===== src/rtl/core/stodc_pkg.sv =====
package stodc_pkg;

  localparam logic [1:0] OP_TICK   = 2'd0;
  localparam logic [1:0] OP_BUTTON = 2'd1;
  localparam logic [1:0] OP_SWITCH = 2'd2;

  localparam logic [1:0] STAGE_RUN     = 2'd0;
  localparam logic [1:0] STAGE_HOURS   = 2'd1;
  localparam logic [1:0] STAGE_MINUTES = 2'd2;
  localparam logic [1:0] STAGE_SECONDS = 2'd3;

  localparam logic [7:0] BLINK_PERIOD_RESET = 8'd5;
  localparam logic [4:0] LAST_HOUR          = 5'd23;
  localparam logic [5:0] LAST_MINUTE        = 6'd59;

  typedef struct packed {
    logic [1:0] opcode;
    logic [7:0] switch_pins;
  } item_t;

  typedef struct packed {
    logic [4:0] hours;
    logic [5:0] minutes;
    logic [5:0] seconds;
    logic [1:0] set_stage;
    logic       refresh;
    logic [5:0] shown_value;
  } result_t;

  // Reduce an 8-bit value modulo 24 by conditional subtraction.
  function automatic logic [4:0] mod24(input logic [7:0] v);
    logic [7:0] r;
    r = v;
    if (r >= 8'd192) r = r - 8'd192;
    if (r >= 8'd96)  r = r - 8'd96;
    if (r >= 8'd48)  r = r - 8'd48;
    if (r >= 8'd24)  r = r - 8'd24;
    return r[4:0];
  endfunction

  // Reduce an 8-bit value modulo 60 by conditional subtraction.
  function automatic logic [5:0] mod60(input logic [7:0] v);
    logic [7:0] r;
    r = v;
    if (r >= 8'd240) r = r - 8'd240;
    if (r >= 8'd120) r = r - 8'd120;
    if (r >= 8'd60)  r = r - 8'd60;
    return r[5:0];
  endfunction

endpackage


===== src/rtl/core/stodc_chan_if.sv =====
interface stodc_chan_if #(
  parameter type payload_t = logic
);
  logic     valid;
  logic     ready;
  payload_t payload;

  modport source (output valid, output payload, input ready);
  modport sink   (input valid, input payload, output ready);
endinterface


===== src/rtl/core/settable_time_of_day_clock.sv =====
// Timing: an item passes the input register, then the result register, where it is
// offered; the clock state updates in the same cycle the result is formed.
// Throughput: 1 item per cycle while results are taken; the wrap, divider and modulo
// logic all sit in one stage.
// Reset (rst, synchronous, active high): time 00:00:00, running stage, blink count
// and last switch value zero, blink period 5, both registers empty.
module settable_time_of_day_clock (
  input  logic                clk,
  input  logic                rst,
  input  logic                cfg_we,
  input  logic [7:0]          cfg_wdata,
  stodc_chan_if.sink          items,
  stodc_chan_if.source        results
);
  import stodc_pkg::*;

  logic       in_valid;
  item_t      in_item;
  logic       out_valid;
  result_t    out_result;
  logic       advance;

  logic [7:0] blink_period;
  logic [4:0] hour_count;
  logic [5:0] minute_count;
  logic [5:0] second_count;
  logic [1:0] stage;
  logic [7:0] blink_count;
  logic [7:0] last_switch_value;

  logic [4:0] hour_count_next;
  logic [5:0] minute_count_next;
  logic [5:0] second_count_next;
  logic [1:0] stage_next;
  logic [7:0] blink_count_next;
  logic [7:0] last_switch_value_next;
  logic       refresh_next;
  logic [5:0] shown_next;
  logic [7:0] blink_inc;
  logic [7:0] switch_value;

  // Move the held item into the result register when that register is free or draining.
  assign advance     = in_valid && (!out_valid || results.ready);
  assign items.ready = !in_valid || advance;

  assign results.valid   = out_valid;
  assign results.payload = out_result;

  assign blink_inc    = blink_count + 8'd1;
  assign switch_value = ~in_item.switch_pins;

  always_comb begin
    hour_count_next        = hour_count;
    minute_count_next      = minute_count;
    second_count_next      = second_count;
    stage_next             = stage;
    blink_count_next       = blink_count;
    last_switch_value_next = last_switch_value;
    refresh_next           = 1'b0;
    unique case (in_item.opcode)
      OP_TICK: begin
        if (stage == STAGE_RUN) begin
          refresh_next = 1'b1;
          if (second_count == LAST_MINUTE) begin
            second_count_next = '0;
            if (minute_count == LAST_MINUTE) begin
              minute_count_next = '0;
              hour_count_next   = (hour_count == LAST_HOUR) ? '0 : hour_count + 5'd1;
            end else begin
              minute_count_next = minute_count + 6'd1;
            end
          end else begin
            second_count_next = second_count + 6'd1;
          end
        end else if (blink_inc >= blink_period) begin
          blink_count_next = '0;
          refresh_next     = 1'b1;
        end else begin
          blink_count_next = blink_inc;
        end
      end
      OP_BUTTON: begin
        stage_next = stage + 2'd1;
      end
      OP_SWITCH: begin
        // Take a new switch value only while a field is being set.
        if (stage != STAGE_RUN && switch_value != last_switch_value) begin
          last_switch_value_next = switch_value;
          refresh_next           = 1'b1;
          case (stage)
            STAGE_HOURS:   hour_count_next   = mod24(switch_value);
            STAGE_MINUTES: minute_count_next = mod60(switch_value);
            default:       second_count_next = mod60(switch_value);
          endcase
        end
      end
      default: ;
    endcase

    case (stage_next)
      STAGE_HOURS:   shown_next = {1'b0, hour_count_next};
      STAGE_MINUTES: shown_next = minute_count_next;
      STAGE_SECONDS: shown_next = second_count_next;
      default:       shown_next = '0;
    endcase
  end

  always_ff @(posedge clk) begin
    if (rst) begin
      in_valid          <= 1'b0;
      out_valid         <= 1'b0;
      blink_period      <= BLINK_PERIOD_RESET;
      hour_count        <= '0;
      minute_count      <= '0;
      second_count      <= '0;
      stage             <= STAGE_RUN;
      blink_count       <= '0;
      last_switch_value <= '0;
    end else begin
      if (cfg_we) begin
        blink_period <= cfg_wdata;
      end
      if (items.ready) begin
        in_valid <= items.valid;
      end
      if (advance) begin
        out_valid         <= 1'b1;
        hour_count        <= hour_count_next;
        minute_count      <= minute_count_next;
        second_count      <= second_count_next;
        stage             <= stage_next;
        blink_count       <= blink_count_next;
        last_switch_value <= last_switch_value_next;
      end else if (results.ready) begin
        out_valid <= 1'b0;
      end
    end
  end

  // Payload registers: hold unless a transfer loads them.
  always_ff @(posedge clk) begin
    if (items.valid && items.ready) begin
      in_item <= items.payload;
    end
    if (advance) begin
      out_result.hours       <= hour_count_next;
      out_result.minutes     <= minute_count_next;
      out_result.seconds     <= second_count_next;
      out_result.set_stage   <= stage_next;
      out_result.refresh     <= refresh_next;
      out_result.shown_value <= shown_next;
    end
  end

endmodule


===== src/flat_wrapper.sv =====
// flat-port wrapper written by rule: the top's interface ports become plain ports
module settable_time_of_day_clock_flat import stodc_pkg::*;
  (clk, rst, cfg_we, cfg_wdata, items_valid, items_payload, items_ready, results_valid, results_payload, results_ready);
  stodc_chan_if #(.payload_t(item_t)) items_i ();
  stodc_chan_if #(.payload_t(result_t)) results_i ();
  input  logic clk;
  input  logic rst;
  input  logic cfg_we;
  input  logic [7:0] cfg_wdata;
  input wire logic [$bits(items_i.valid)-1:0] items_valid;
  input wire logic [$bits(items_i.payload)-1:0] items_payload;
  output wire logic [$bits(items_i.ready)-1:0] items_ready;
  output wire logic [$bits(results_i.valid)-1:0] results_valid;
  output wire logic [$bits(results_i.payload)-1:0] results_payload;
  input wire logic [$bits(results_i.ready)-1:0] results_ready;
  assign items_i.valid = items_valid;
  assign items_i.payload = items_payload;
  assign items_ready = items_i.ready;
  assign results_valid = results_i.valid;
  assign results_payload = results_i.payload;
  assign results_i.ready = results_ready;
  settable_time_of_day_clock u_core (.clk(clk), .rst(rst), .cfg_we(cfg_we), .cfg_wdata(cfg_wdata), .items(items_i), .results(results_i));
endmodule

===== config.mk =====
export PLATFORM = sky130hd
export DESIGN_NAME = settable_time_of_day_clock_flat
export DESIGN_NICKNAME = d
export VERILOG_FILES = /design/src/rtl/core/stodc_pkg.sv /design/src/rtl/core/stodc_chan_if.sv /design/src/rtl/core/settable_time_of_day_clock.sv /design/src/flat_wrapper.sv
export SDC_FILE = /design/constraint.sdc
export NUM_CORES = 1
export LEC_CHECK = 0
export ABC_AREA = 0
export ABC_CLOCK_PERIOD_IN_PS = 5250
export BUFFER_PORTS_ARGS = -buffer_cell sky130_fd_sc_hd__buf_4
export CAP_MARGIN = 40
export CORE_MARGIN = 1.5
export CORE_UTILIZATION = 40
export DETAILED_ROUTE_END_ITERATION = 7
export PLACE_DENSITY = 0.62
export RECOVER_POWER = 100
export SLEW_MARGIN = 30
export SYNTH_ARGS = -nofsm -noshare
export SYNTH_HDL_FRONTEND = slang
export SYNTH_SLANG_ARGS = --single-unit

===== constraint.sdc =====
create_clock -name clk -period 5.25 [get_ports clk]
set_input_delay 1.05 -clock clk [delete_from_list [all_inputs] [get_ports clk]]
set_output_delay 1.05 -clock clk [all_outputs]
set_load 0.05 [all_outputs]

# Word level (Yosys, flattened, before mapping)

Cells that the tools add are included.

Mux-type cells: 57
Add/subtract/negate cells: 14
Bitwise logic cells: 2
Equal/unequal tests: 11
$lt $le $gt $ge: 10
Reductions and logical operators: 14

Operators with widths:

| cell                                                                                 | count |
|---|---|
| 8-bit 2-to-1 mux                                                                     | 28 |
| 6-bit 2-to-1 mux                                                                     | 11 |
| 5-bit 2-to-1 mux                                                                     | 7 |
| 8-bit by 6-bit greater-or-equal comparator with 1-bit output (second input constant) | 3 |
| 8-bit by 7-bit greater-or-equal comparator with 1-bit output (second input constant) | 3 |
| 6-bit one-hot mux with 2 select lines                                                | 2 |
| 8-bit by 7-bit subtractor with 8-bit output (second input constant)                  | 3 |
| 6-bit one-hot mux with 3 select lines                                                | 1 |
| 8-bit greater-or-equal comparator (second input constant)                            | 2 |
| 8-bit subtractor (second input constant)                                             | 2 |
| 6-bit by 1-bit adder with 6-bit output (second input constant)                       | 2 |
| 6-bit == test (second input constant)                                                | 2 |
| 6-bit subtractor (second input constant)                                             | 2 |
| 5-bit one-hot mux with 2 select lines                                                | 1 |
| 8-bit by 1-bit adder with 8-bit output (second input constant)                       | 1 |
| 2-bit == test (second input constant)                                                | 4 |
| 8-bit by 5-bit greater-or-equal comparator with 1-bit output (second input constant) | 1 |
| 8-bit greater-or-equal comparator                                                    | 1 |
| 8-bit inequality test                                                                | 1 |
| 8-bit inverter                                                                       | 1 |
| 8-bit by 6-bit subtractor with 8-bit output (second input constant)                  | 1 |
| 2-bit by 1-bit == test with 1-bit output (second input constant)                     | 3 |
| 3-bit AND reduction                                                                  | 2 |
| 5-bit by 1-bit adder with 5-bit output (second input constant)                       | 1 |
| 13 further kinds                                                                     | 23 |

Word-level logic and storage cells: 125
Output and inout port bits: 28
Register bits after elaboration: 81
Bits of input ports: 23

# Depth between registers and ports, before layout

Gate-level depths: netlist (run 1).

Depth in word-level cells: 22
Gate-level depth with buffers: 20
Depth with buffers taken out: 18

# Worst setup path before layout (run 1)

No wires, ideal clock.

Path type: flip-flop to flip-flop
Start: register u_core.in_item[6] (netlist bit)
End: register u_core.out_result (netlist bit u_core.results.payload[3]) (data pin)
Arrival time: 4.294 ns
Path slack: 0.798 ns
Required time: 5.093 ns
Buffers on the path: 2
Clock period less this slack: 4.452 ns
Library setup time: 0.157 ns
Cell stages (with the launch flop): 21
Cells stage by stage: edfxtp_1 > clkbuf_1 > inv_1 > ha_1 > buf_2 > xor2_1 > a31oi_1 > ha_1 > nand3_1 > or2_2 > a21oi_1 > a21oi_1 > ha_1 > a211oi_1 > o41a_1 > o32ai_1 > or4_4 > or4_1 > o211ai_2 > a31oi_2 > o221ai_2

Word-level cells in the longest chain between the ends: 22
Elaborated cells on any way between the ends: 61
Classes of those cells: 9 x add/sub; 9 x order compare; 1 x eq/ne; 40 x mux; 1 x bitwise; 1 x reduce/logical

Ends and longest elaborated chain:

| element                                                                                                                            | line                              | text |
|---|---|---|
| start: declaration                                                                                                                 | settable_time_of_day_clock.sv:18  | `item_t in_item;` |
| start signal: assignment                                                                                                           | settable_time_of_day_clock.sv:143 | `in_item <= items.payload;` |
| 8-bit inverter *                                                                                                                   | settable_time_of_day_clock.sv:50  | `assign switch_value = ~in_item.switch_pins;` |
| named net u_core.switch_value[6]                                                                                                   | settable_time_of_day_clock.sv:40  | `logic [7:0] switch_value;` |
| 8-bit subtractor / 8-bit greater-or-equal comparator (equally long branches)                                                       | stodc_pkg.sv:34                   | `if (r >= 8'd192) r = r - 8'd192;` |
| 8-bit 2-to-1 mux                                                                                                                   | stodc_pkg.sv:34                   |  |
| 8-bit 2-to-1 mux                                                                                                                   | settable_time_of_day_clock.sv:90  | `case (stage)` |
| 8-bit 2-to-1 mux                                                                                                                   | settable_time_of_day_clock.sv:87  | `if (stage != STAGE_RUN && switch_value != last_switch_value) begin` |
| 8-bit 2-to-1 mux                                                                                                                   | settable_time_of_day_clock.sv:60  | `unique case (in_item.opcode)` |
| 8-bit by 7-bit subtractor with 8-bit output / 8-bit by 7-bit greater-or-equal comparator with 1-bit output (equally long branches) | stodc_pkg.sv:35                   | `if (r >= 8'd96) r = r - 8'd96;` |
| [... 8 more ...]                                                                                                                   | -                                 |  |
| 8-bit 2-to-1 mux                                                                                                                   | settable_time_of_day_clock.sv:60  |  |
| 8-bit by 5-bit greater-or-equal comparator with 1-bit output / 5-bit subtractor (equally long branches)                            | stodc_pkg.sv:37                   | `if (r >= 8'd24) r = r - 8'd24;` |
| 5-bit 2-to-1 mux                                                                                                                   | stodc_pkg.sv:37                   |  |
| 5-bit 2-to-1 mux                                                                                                                   | settable_time_of_day_clock.sv:90  |  |
| 5-bit 2-to-1 mux                                                                                                                   | settable_time_of_day_clock.sv:87  |  |
| 5-bit one-hot mux with 2 select lines                                                                                              | settable_time_of_day_clock.sv:60  |  |
| 6-bit one-hot mux with 3 select lines *                                                                                            | settable_time_of_day_clock.sv:100 | `case (stage_next)` |
| named net u_core.shown_next[3]                                                                                                     | settable_time_of_day_clock.sv:38  | `logic [5:0] shown_next;` |
| end: declaration                                                                                                                   | settable_time_of_day_clock.sv:20  | `result_t out_result;` |

Mark *: on every way through the listed nets, which the timed path passes. The rest lies on a longest branch. The select of a mux whose other input is x is not followed.
A chain may end at the register's enable or synchronous reset.

# Worst setup path after layout (run 1)

Ends and elaborated chain as after synthesis.

==> results of run 1 <==
==> flip-flops by register name (all words and copies together), names as in the netlist, 2 cells and up <==
name                      cells
u_core.stage                  2
u_core.blink_period           8
u_core.minute_count           6
u_core.in_item               10
u_core.second_count           6
u_core.last_switch_value      8
u_core.hour_count             5
u_core.results.payload       26
u_core.blink_count            8
==> cells by family after synthesis <==
logic type               count (synthesis)  synth area share [%]
adder cells (fa/ha/maj)                 22                  5.67
AND/OR/NAND/NOR                        196                  19.3
multiplexers                            13                  2.96
flip-flops                              81                  40.8
buffers and inverters                   62                  5.00
AO/OA/AOI/OAI                          149                  21.9
XOR/XNOR                                24                  4.33
==> area by class of cell <==
| cell class | instances | area share, % |
|---|---|---|
| Clock buffer | 12 | 4.67 |
| Inverter | 37 | 2.51 |
| Timing Repair Buffer | 59 | 5.64 |
| Sequential cell | 81 | 35.9 |
| Clock inverter | 4 | 0.453 |
| Tap cell | 147 | 3.33 |
| Multi-Input combinational cell | 404 | 47.5 |
==> layout by cell type, fill, tap and decap left out, types with 4 or more instances in the layout <==
cell	n
nor4_1	6
nand2b_1	5
clkbuf_1	37
buf_4	13
a31oi_1	8
nor2b_1	6
a211oi_1	23
dfxtp_1	45
edfxtp_1	36
nor2_1	70
clkbuf_16	10
o21ai_0	23
inv_1	36
nand3_1	20
o31ai_1	5
nor3_1	10
clkbuf_4	11
mux2i_1	11
nand2_1	45
o211ai_1	6
a21o_1	6
a32o_1	7
ha_1	22
or2_2	6
o21a_1	4
or4_1	4
o22ai_1	5
xor2_1	7
xnor2_1	17
nand3b_1	4
a21oi_1	28
==> how the worst min path moves through the flow <==
stage                             end
2_1_floorplan  u_core.blink_period[0]
3_3_place_gp    u_core.blink_count[7]
3_5_place_dp    u_core.blink_count[7]
4_1_cts         u_core.blink_count[7]
5_1_grt         u_core.blink_count[7]
6_report       u_core.blink_period[0]
==> per-stage QoR <==
| stage | power [mW] | utilization [%] | setup slack, ns |
|---|---|---|---|
| finish | 1.59 | 46.4 | 0.568 |
| global route | 1.66 | 46.4 | 0.231 |
| CTS | 1.62 | 47.5 | 0.715 |
| detailed placement | 1.01 | 45.1 | 0.720 |
| global placement | 1.01 | 45.0 | 0.919 |
| floorplan | 0.932 | - | 0.798 |
==> layer usage <==
metal  global-route usage [%]  wire (um)  part of all wire, %  up-vias
met5                        0          0                    0        -
met4                     8.25        209                  1.8        0
met3                     3.59        609                  5.1       16
met2                     32.0       5640                   48      121
met1                     24.3       5400                   46     2005
li1                         -          -                    -     2109
==> power by group through the flow <==
stage	logic [mW]	clock network [mW]	registers (mW)
floorplan	0.172	0	0.760
global placement	0.277	0	0.731
detailed placement	0.282	0	0.732
CTS	0.284	0.614	0.719
global route	0.299	0.641	0.722
finish	0.274	0.597	0.718
==> worst reg2reg max path: stages, from the launching register on <==
cell and delay (ns):
edfxtp_1 0.38, inv_1 0.14, ha_1 0.46, xor2_1 0.17
a31oi_1 0.36, ha_1 0.27, nand3_1 0.10, or2_2 0.31
a21oi_1 0.14, a21oi_1 0.06, ha_1 0.29, a211oi_1 0.19
o41a_1 0.26, o32ai_1 0.11, or4_4 0.43, or4_1 0.40
o211ai_1 0.17, a31oi_1 0.12, o221ai_2 0.18
==> out/metrics.yaml, run 1 <==
initial_core_util_pct: 40.8
tns_ns: 0
crit_cells: 18
crit_fanout: 13
cp_top_family: "compound AO/OA/AOI/OAI gates"
grt_pass1_wl_um: 19400
drive_above_1_share_pct: 9.21
vdd_ir_drop_max_mv: 0.145
synth_area_leader_cell: "edfxtp_1"
netSwitchingPower_uw: 456
grt_pass1_vias: 3960
die_x_um: 113
intPower_mw: 1.13
outcome: "complete, but fails checks"
cts_htree_levels: 3
pwr_density_cell_nw_per_um2: 288
dr.first_iter.drc_count: 239
final_area_sq_um: 5520
gr-total-overflow: 0
drt_pre_antenna_iters: 5
hold_depth: 2
crit_buf_inv: 1
power_frac_comb_pct: 17.2
n_antenna_cell: 0
routed_wl_um: 11900
gp_congestion: 0.976
hold_class: "flip-flop to flip-flop"
setup_viol: 0
synth_edf_count: 36
tightest_slew_ns: 1.83
final-max-slew-violation-count: 74
fin_crit_sh_pct: 89.2
maxSlewHeadroom_pct: -21.9
critPathArrivalTime_ns: 4.87
critPathRequiredTime_ns: 5.44
violations: "max-capacitance violations, max-slew violations"
io_buffer_count: 50
ys_ff_latch: 81
r2r_slack_ns: 0.57
fin_nets: 637
hold_buffers: 0
holdWs_ns: 0.491
hp-start: "u_core.blink_period[0]"
grt_max_degree: 38
clock_path_buffers: 2
r2r_start: "u_core.in_item[6]"
path_cells: "inv_1 > ha_1 > xor2_1 > a31oi_1 > ha_1 > nand3_1 > or2_2 > a21oi_1 > a21oi_1 > ha_1 > a211oi_1 > o41a_1 > o32ai_1 > or4_4 > or4_1 > o211ai_1 > a31oi_1 > o221ai_2"
synth-async-reset-ratio_pct: 0
cts_root_buffer: "clkbuf_16"
placed_cells: 727
max_freq_mhz: 214
ff2ff_path_depth: 18
setup.worst_path.end: "u_core.results.payload[3]"
drc_errors: 0
io_pins: 51
critPathKind: "flip-flop to flip-flop"
p_sw_share_pct: 28.7
pwr-share-seq_pct: 45.2
core-area_sq_um: 11900
dieArea_sq_um: 12800
synth.cell_area_sq_um: 4850
rr_endpoint: "u_core.results.payload[3]"
post-route-min-period_ns: 4.68
power_frac_clock_pct: 37.6
syn_area_per_cell_sq_um: 8.88
critPathLaunch: "u_core.in_item[6]"
postCtsSetupBuffers: 0
regArea_sq_um: 1980
syn_inst: 547
placed_area_sq_um: 5370
p_leak_nw: 2.06
synth_top_flop_cell: "dfxtp_1"
seq_area_frac_synth_pct: 40.8
ctsResizeCount: 0
start_kind: "flip-flop"
synth_cell_types: 71
cts_tree: "done"
cpMostUsedCell: "ha_1"
die_y_um: 113
yosys_warnings: 0
antenna_found_initial: 0
netlist_top_cells_count: "nor2_1 (70), dfxtp_1 (45), nand2_1 (45)"
clock_skew_ns: 0.00819
cts_buffers: 9
drt.antenna.violating_nets: 0
wl_per_cell_um: 15.9
clock_latency_ns: 0.35
multi_input_area_sq_um: 2630
synth.most_common_cell: "nor2_1"
final_cells: 744
clkSinkCount: 81
cap_violations: 2
dp_hpwl_um: 8570
syn_to_final_growth_pct: 13.8
path_clk_slew_ns: 0.06
end_kind: "flip-flop"
n_fill_cell: 1215
rows: 40
synthesis.nets: 592
viasPerCell: 5.71
rsz0062_at_grt: "no"
slowest_stage: "ha_1"
cpPeakStageDelay_ns: 0.46
grt_use_total_pct: 19.2
vias: 4251
synth_area_leaders: "edfxtp_1 (22%), dfxtp_1 (19%), ha_1 (5.7%)"
synth_top_area_share_pct: 22.3
finalHoldViolCount: 0
Note: power is estimated with default switching activity, not from simulation.
==> run 2, diff against run 1 <==
--- a/config.mk
+++ b/config.mk
@@ -10,9 +10,9 @@
 export BUFFER_PORTS_ARGS = -buffer_cell sky130_fd_sc_hd__buf_4
 export CAP_MARGIN = 40
 export CORE_MARGIN = 1.5
-export CORE_UTILIZATION = 40
+export CORE_UTILIZATION = 55
 export DETAILED_ROUTE_END_ITERATION = 7
-export PLACE_DENSITY = 0.62
+export PLACE_DENSITY = 0.79
 export RECOVER_POWER = 100
 export SLEW_MARGIN = 30
 export SYNTH_ARGS = -nofsm -noshare
==> out/metrics.yaml, run 2 (same netlist as run 1, synthesis figures left out) <==
intPower_uw: 983
grt_pass1_vias: 4113
path_clk_slew_ns: 0.08
start_kind: "flip-flop"
critPathKind: "flip-flop to flip-flop"
initial_core_util_pct: 56.2
drt_pre_antenna_iters: 5
fin_crit_sh_pct: 92.7
clock_skew_ns: 0.0131
layout_commonest_cell: "nor2_1"
die_x_um: 97.0
end_kind: "flip-flop"
antenna_found_initial: 0
outcome: "complete, but fails checks"
power_frac_comb_pct: 19.3
tns_ns: 0
drc_errors: 0
io_buffer_count: 50
dieArea_sq_um: 9400
io_pins: 51
netSwitchingPower_uw: 433
n_fill_cell: 781
grt_max_degree: 45
syn_to_final_growth_pct: 10.9
clkSinkCount: 81
cts_root_buffer: "clkbuf_8"
gr-total-overflow: 0
cap_violations: 2
postCtsSetupBuffers: 0
p_sw_share_pct: 30.6
wl_per_cell_um: 16.8
largest_register_ffs: 26
viasPerCell: 6.13
cts_buffers: 9
n_antenna_cell: 0
cts_tree: "done"
final_util_pct: 62.3
vdd_ir_drop_max_mv: 0.199
critPathRequiredTime_ns: 5.44
drt.antenna.violating_nets: 0
max_freq_mhz: 206
pwr-share-seq_pct: 50.8
maxSlewHeadroom_pct: -42.7
core-area_sq_um: 8640
finalHoldViolCount: 0
power_frac_clock_pct: 29.8
dp_hpwl_um: 8650
cts_htree_levels: 3
critPathArrivalTime_ns: 5.06
die_y_um: 97.0
dr.first_iter.drc_count: 305
grt_pass1_wl_um: 19600
drive_above_1_share_pct: 9.56
vias: 4314
violations: "max-capacitance violations, max-slew violations"
p_leak_nw: 2.02
clock_latency_ns: 0.36
hold_buffers: 0
final-max-slew-violation-count: 83
tightest_slew_ns: 2.14
rows: 34
hold_depth: 2
routed_wl_um: 11900
pwr_density_cell_nw_per_um2: 263
grt_use_total_pct: 25.7
holdWs_ns: 0.491
rsz0062_at_grt: "no"
setup_viol: 0
clock_path_buffers: 2
hold_class: "flip-flop to flip-flop"
ctsResizeCount: 0
crit_fanout: 13
gp_congestion: 0.952
fin_nets: 636
most-common-layout-cells: "nor2_1 (70), nand2_1 (45), dfxtp_1 (45)"
ff2ff_path_depth: 18
post-route-min-period_ns: 4.87
-- run 2: layer usage --
layer / part of all wire, % / vias to the layer above / GRT usage (%)
met5: 0 / - / 0
met4: 2.6 / 0 / 11.3
met3: 7.3 / 35 / 5.78
met2: 48 / 180 / 42.0
met1: 42 / 2006 / 32.6
li1: - / 2093 / -
-- run 2: power by group through the flow --
stage / Combinational (mW) / Clock (mW) / Sequential, mW
2_1_floorplan: 0.172 / 0 / 0.760
3_3_place_gp: 0.270 / 0 / 0.734
3_5_place_dp: 0.277 / 0 / 0.735
4_1_cts: 0.279 / 0.432 / 0.721
5_1_grt: 0.299 / 0.457 / 0.724
6_report: 0.274 / 0.422 / 0.720
-- run 2: path summary, 6_finish.rpt --
path,start,end,slack (ns)
max reg2reg,u_core.in_item[7],u_core.results.payload[3],0.38
max,u_core.in_item[7],u_core.results.payload[3],0.38
min reg2reg,u_core.blink_period[0],u_core.blink_period[0],0.49
min,u_core.blink_period[0],u_core.blink_period[0],0.49
-- run 2: final cells by class --
class / instances / area, sq um / share of cell area (%)
inverter: 37 / 139 / 2.58
clock inverter: 5 / 27.5 / 0.512
timing repair buffer: 58 / 327 / 6.07
tap: 108 / 135 / 2.51
clock buffer: 11 / 153 / 2.84
multi-input combinational: 404 / 2620 / 48.7
sequential: 81 / 1980 / 36.8
-- run 2: per-stage QoR --
| stage | setup WS (ns) | cell area, sq um | power, mW | std cells |
|---|---|---|---|---|
| 2_1_floorplan | 0.798 | 4850 | 0.932 | 547 |
| 3_3_place_gp | 0.719 | 5300 | 1.00 | 685 |
| 3_5_place_dp | 0.504 | 5320 | 1.01 | 687 |
| 4_1_cts | 0.483 | 5500 | 1.43 | 703 |
| 5_1_grt | 0.0236 | 5380 | 1.48 | 704 |
| 6_report | 0.384 | 5380 | 1.42 | 704 |
-- run 2: critical path: stages (launching register included) --
cell      delay, ns
edfxtp_1       0.54
inv_1          0.18
ha_1           0.45
xor2_1         0.14
a31oi_1        0.29
ha_1           0.25
nand3_1        0.10
or2_2          0.34
a21oi_1        0.16
a21oi_1        0.07
ha_1           0.26
a211oi_1       0.18
o41a_1         0.27
o32ai_1        0.13
or4_4          0.43
or4_1          0.40
o211ai_1       0.18
a31oi_1        0.12
o221ai_2       0.19
==> run 3, diff against run 2 <==
--- a/config.mk
+++ b/config.mk
@@ -9,7 +9,7 @@
 export ABC_CLOCK_PERIOD_IN_PS = 5250
 export BUFFER_PORTS_ARGS = -buffer_cell sky130_fd_sc_hd__buf_4
 export CAP_MARGIN = 40
-export CORE_MARGIN = 1.5
+export CORE_MARGIN = 5
 export CORE_UTILIZATION = 55
 export DETAILED_ROUTE_END_ITERATION = 7
 export PLACE_DENSITY = 0.79
==> out/metrics.yaml, run 3 (same netlist as run 1, synthesis figures left out) <==
outcome: "complete, but fails checks"
violations: "max-capacitance violations, max-slew violations"
post-route-min-period_ns: 4.77
regArea_sq_um: 1980
antenna_found_initial: 0
cts_root_buffer: "clkbuf_8"
dr.first_iter.drc_count: 364
end_kind: "flip-flop"
critPathRequiredTime_ns: 5.33
tightest_slew_ns: 2.04
placed_cells: 687
layout_commonest_cell: "nor2_1"
final_util_pct: 62.0
tns_ns: 0
power_mw: 1.39
dieArea_sq_um: 10800
final-max-slew-violation-count: 82
p_leak_nw: 2.01
cts_buffers: 9
syn_to_final_growth_pct: 10.8
pwr_density_cell_nw_per_um2: 259
critPathKind: "flip-flop to flip-flop"
maxSlewHeadroom_pct: -36.0
n_fill_cell: 783
cap_violations: 2
viasPerCell: 6.06
rows: 34
initial_core_util_pct: 55.9
hold_buffers: 0
start_kind: "flip-flop"
hold_class: "flip-flop to flip-flop"
grt_max_degree: 44
io_buffer_count: 50
grt_pass1_vias: 3972
critPathArrivalTime_ns: 4.85
fin_nets: 636
drive_above_1_share_pct: 9.40
cts_htree_levels: 3
ctsResizeCount: 0
dp_hpwl_um: 8420
most-common-layout-cells: "nor2_1 (70), nand2_1 (45), dfxtp_1 (45)"
clock_path_buffers: 2
postCtsSetupBuffers: 0
gr-total-overflow: 0
io_pins: 51
rsz0062_at_grt: "no"
setup_viol: 0
largest_register_ffs: 26
die_x_um: 104
critPathLaunch: "u_core.in_item[7]"
r2r_start: "u_core.in_item[7]"
finalHoldViolCount: 0
rr_endpoint: "u_core.results.payload[5]"
drt.antenna.violating_nets: 0
drt_pre_antenna_iters: 6
clock_latency_ns: 0.35
fin_crit_sh_pct: 90.8
cts_tree: "done"
final_cells: 704
grt_pass1_wl_um: 18900
clock_skew_ns: 0.0118
clkSinkCount: 81
path_clk_slew_ns: 0.08
setup.worst_path.end: "u_core.results.payload[5]"
ff2ff_path_depth: 16
vdd_ir_drop_max_mv: 0.184
core-area_sq_um: 8680
routed_wl_um: 11500
n_antenna_cell: 0
vias: 4266
gp_congestion: 0.914
max_freq_mhz: 210
wl_per_cell_um: 16.3
multi_input_area_sq_um: 2620
die_y_um: 104
grt_use_total_pct: 20.6
drc_errors: 0
crit_fanout: 13
holdWs_ns: 0.492
r2r_slack_ns: 0.48
run 3: worst max-delay path, cell delays in order (launching register included):
cell	delay, ns
edfxtp_1	0.56
inv_1	0.19
ha_2	0.35
nand2_1	0.18
xnor2_1	0.25
ha_1	0.24
o21ai_0	0.21
a2bb2oi_1	0.24
o21ai_0	0.43
ha_1	0.32
nand2_1	0.07
nor3_1	0.13
a41oi_1	0.13
a2111oi_2	0.46
xor2_1	0.15
a211oi_1	0.40
o22ai_1	0.18
run 3: final cells by class:
type / instances / share of cell area, %
Inverter: 37 / 2.58
Tap cell: 108 / 2.51
Timing Repair Buffer: 58 / 6.12
Multi-Input combinational cell: 404 / 48.7
Clock inverter: 4 / 0.489
Sequential cell: 81 / 36.9
Clock buffer: 12 / 2.70
run 3: worst min-delay path by stage:
stage,to,depth (start not counted),startpoint,slack (ns)
floorplan,u_core.blink_period[0],2,u_core.blink_period[0],0.45
global placement,u_core.blink_period[0],2,u_core.blink_period[0],0.46
detailed placement,u_core.blink_period[0],2,u_core.blink_period[0],0.47
CTS,u_core.blink_period[0],2,u_core.blink_period[0],0.49
global route,u_core.last_switch_value[6],2,u_core.last_switch_value[6],0.54
finish,u_core.blink_period[2],2,u_core.blink_period[2],0.49
run 3: report_power, final:
part           total, mW  switching, mW  internal [mW]
combinational      0.274          0.180         0.0936
clock              0.402          0.217          0.186
sequential         0.718         0.0268          0.691
total               1.39          0.424          0.970
run 3: layer usage:
| layer | wire length (um) | GRT usage, % | vias to the layer above | share of wire (%) |
|---|---|---|---|---|
| met3 | 803 | 4.35 | 20 | 7.0 |
| met5 | 0 | 0 | - | 0 |
| met1 | 5010 | 27.2 | 1990 | 44 |
| met2 | 5430 | 33.7 | 161 | 47 |
| met4 | 233 | 6.75 | 0 | 2.0 |
| li1 | - | - | 2095 | - |
run 3: metrics by stage:
stage | worst slack [ns] | cell area [sq um]
floorplan | 0.798 | 4850
global placement | 0.779 | 5300
detailed placement | 0.514 | 5320
CTS | 0.471 | 5490
global route | 0.170 | 5380
finish | 0.481 | 5380
